--- src/rtl/core/twbc_ram.sv ---
// Generic single-port synchronous RAM with registered read data.
// No dependencies.
module twbc_ram #(
  parameter int unsigned WIDTH = 32,
  parameter int unsigned DEPTH = 16
) (
  input  logic                     clk_i,
  input  logic                     we_i,
  input  logic [$clog2(DEPTH)-1:0] addr_i,
  input  logic [WIDTH-1:0]         wdata_i,
  output logic [WIDTH-1:0]         rdata_o
);

  logic [WIDTH-1:0] mem_q [DEPTH];
  logic [WIDTH-1:0] rdata_q;

  always_ff @(posedge clk_i) begin
    if (we_i) begin
      mem_q[addr_i] <= wdata_i;
    end
    rdata_q <= mem_q[addr_i];
  end

  assign rdata_o = rdata_q;

endmodule

--- config.mk ---
export PLATFORM = sky130hd
export DESIGN_NAME = twbc_ram
export DESIGN_NICKNAME = d
export VERILOG_FILES = /design/src/rtl/core/twbc_ram.sv
export SDC_FILE = /design/constraint.sdc
export NUM_CORES = 1
export LEC_CHECK = 0
export BUFFER_PORTS_ARGS = -buffer_cell sky130_fd_sc_hd__buf_2
export CAP_MARGIN = 0
export CORE_ASPECT_RATIO = 0.75
export CORE_MARGIN = 2
export CORE_UTILIZATION = 40
export CTS_BUF_LIST = sky130_fd_sc_hd__clkbuf_8 sky130_fd_sc_hd__clkbuf_16
export DETAILED_ROUTE_END_ITERATION = 10
export GPL_ROUTABILITY_DRIVEN = 0
export PLACE_DENSITY_LB_ADDON = 0.05
export REMOVE_ABC_BUFFERS = 1
export SYNTH_ARGS = -nofsm -noshare
export SYNTH_HDL_FRONTEND = slang
export SYNTH_SLANG_ARGS = --single-unit
--- constraint.sdc ---
create_clock -name clk_i -period 5.05 [get_ports clk_i]
set_input_delay 0.505 -clock clk_i [delete_from_list [all_inputs] [get_ports clk_i]]
set_output_delay 0.505 -clock clk_i [all_outputs]
set_load 0.01 [all_outputs]
==> metrics.cfg <==
[timing]
post-route-min-period_ns=2.504
max_slew_margin_pct=28.19
worst_pin_slew_ns=1.077
setup_viol=0
max_freq_ghz=0.3994
finalMaxSlewViolations=0
final.setup.tns_ns=0
finalHoldViolCount=0
fin_worst_skew_ns=0.01543
rsz0062_at_grt=false
period_share_pct=49.58

[cts]
ctsHoldBuffers=0
cts.sinks=544
cts_max_path_buffers=3
htree_num_levels=2
post_cts_buffers=0
cts_root_buf=clkbuf_16
ctsResizeCount=0
cts_tree=done
cts.clk_slew.worst_paths_ns=0.06
clock_latency_ns=0.60
cts-buffers-inserted=53

[route]
wl_microns=43570
postRouteAntennaNets=0
vias_per_cell=5.347
first_pass_iters=5
vias=8775
dr.first_iter.drc_count=588
route.detailed.drc=0
wl_per_cell_microns=26.55

[synth]
yosysSeqAreaShare_pct=80.63
synthXorXnorAreaFrac_pct=0
synth-simple-area-share_pct=1.272
avgSynthCellArea_sq_um=23.65
synth.distinct_cells=17
muxShareOfSynthArea_pct=14.51
synth_adder_area_share_pct=0
yosys-top-cells-area=edfxtp_1 77%, mux4_2 15%, dfxtp_1 3.2%
yosys_warnings=0
yosysTopAreaCell=edfxtp_1
ys_ff_latch=544
syn_inst=840
netlist_area_sq_mm=0.01986
synth_top_family_by_area=multiplexers
synth-compound-area-share_pct=2.419
synth.top_cell.area_share_pct=77.40

[power_and_ir_drop]
power.total_mw=9.374
cellPowerDensity_mw_per_mm2=409.3
switching_share_pct=20.24
leakage_nw=7.408
p_int_mw=7.476
ir_worst_vdd_mv=0.2847
p_seq_share_pct=54.1
power_frac_comb_pct=4.7
switchingPower_mw=1.897
p_clk_share_pct=41.1

[floorplanning]
die_area_sq_mm=0.05147
die_w_microns=261.3
initial_utilization_pct=40.64
io_pins=70
num_rows=70
coreArea_sq_mm=0.04887
die_y_microns=197.0

[global_routing]
grt_use_total_pct=17.55
grt_start_max_net_pins=75
grt_pass1_vias=9636
antenna_found_initial=1
gr-total-overflow=0
grt_pass1_wl_microns=64500

[hold_path]
hold_depth=1
worstHoldPathType=in2reg

[setup_path]
crit_path_start_kind=primary input
worst-path-max-fanout=62
rrSetupSlack_ns=3.71
cp-end-kind=flop
worst_ep_required_time_ns=5.33
reg2reg_depth=3
crit_type=in2reg
crit_arrival_ns=2.78

[final_layout]
layout_common_cells=512 x edfxtp_1, 128 x mux4_2, 67 x buf_2
fin_nets=985
drive_gt1_share_pct=32.46
syn2layout_area_growth_pct=15.31
final_common_cell=edfxtp_1

[place]
portBuffers=69
dp_hpwl_microns=23620

[outcome]
status=finished clean

[flow_run]
drv_cap=0

-- area by class of cell --
type | instances | area, sq um
Antenna cell | 1 | 2.502
Clock buffer | 68 | 1555
Clock inverter | 32 | 186.4
Fill cell | 4040 | 25970
Multi-Input combinational cell | 251 | 3750
Sequential cell | 544 | 16020
Tap cell | 648 | 810.8
Timing Repair Buffer | 97 | 583.1
-- flip-flops by register name, indices dropped and copies added (netlist names) --
register,flops
rdata_o,32
mem_q,512
-- synth_stat cells --
cell type	number
nand3_1	1
nor2b_1	2
or3b_2	1
edfxtp_1	512
clkbuf_1	27
a22oi_1	64
dfxtp_1	32
nor2_1	13
nand3b_1	2
and2_1	1
mux4_2	128
nand2_1	33
buf_6	6
buf_2	11
nand2b_1	2
nor3_1	4
buf_4	1
-- critical path, stage by stage --
cell and delay (ns):
clkbuf_8 0.56, nand2_1 0.41, nor2_4 0.81, buf_4 0.40
-- kinds of logic (layout without fill, tap and decap cells) --
kind of cell           Yosys count  count (layout)
other                            0               1
AND/OR/NAND/NOR                 59              59
multiplexers                   128             128
AO/OA/AOI/OAI                   64              64
buffers and inverters           45             197
flip-flops                     544             544
-- worst paths after layout --
path                                    start           end
worst min register to register   mem_q[12][9]    rdata_o[9]
worst max-delay path                addr_i[0]  mem_q[15][4]
worst min-delay path              wdata_i[15]  mem_q[0][15]
worst max register to register  mem_q[11][15]   rdata_o[15]
-- metrics by stage --
step	hold WS [ns]	setup slack [ns]	cells	utilization (%)	cell area (sq um)
floorplan	0.6039	1.365	795	-	19630
CTS	0.2334	2.396	1640	46.86	22900
global placement	0.6574	1.878	1540	43.29	21160
detailed placement	0.6471	1.757	1540	43.29	21160
finish	0.2822	2.546	1641	46.86	22900
global route	0.2704	2.316	1640	46.86	22900
-- power by group through the flow --
stage | combinational [mW] | sequential [mW] | clock [mW]
after floorplan | 0.194 | 5.18 | 0
after global placement | 0.449 | 5.17 | 0
after detailed placement | 0.458 | 5.17 | 0
after CTS | 0.459 | 5.08 | 3.97
after global routing | 0.486 | 5.08 | 4.14
final | 0.445 | 5.07 | 3.85
-- routing by layer --
layer / vias to the layer above / routed length [microns] / GRT usage (%)
met3: 59 / 1924 / 3.344
met1: 4732 / 19320 / 23.95
met4: 0 / 759 / 4.735
met5: - / 0 / 0
met2: 178 / 21570 / 29.06
li1: 3806 / - / -
No activity file was read; power rests on OpenSTA's default activity.
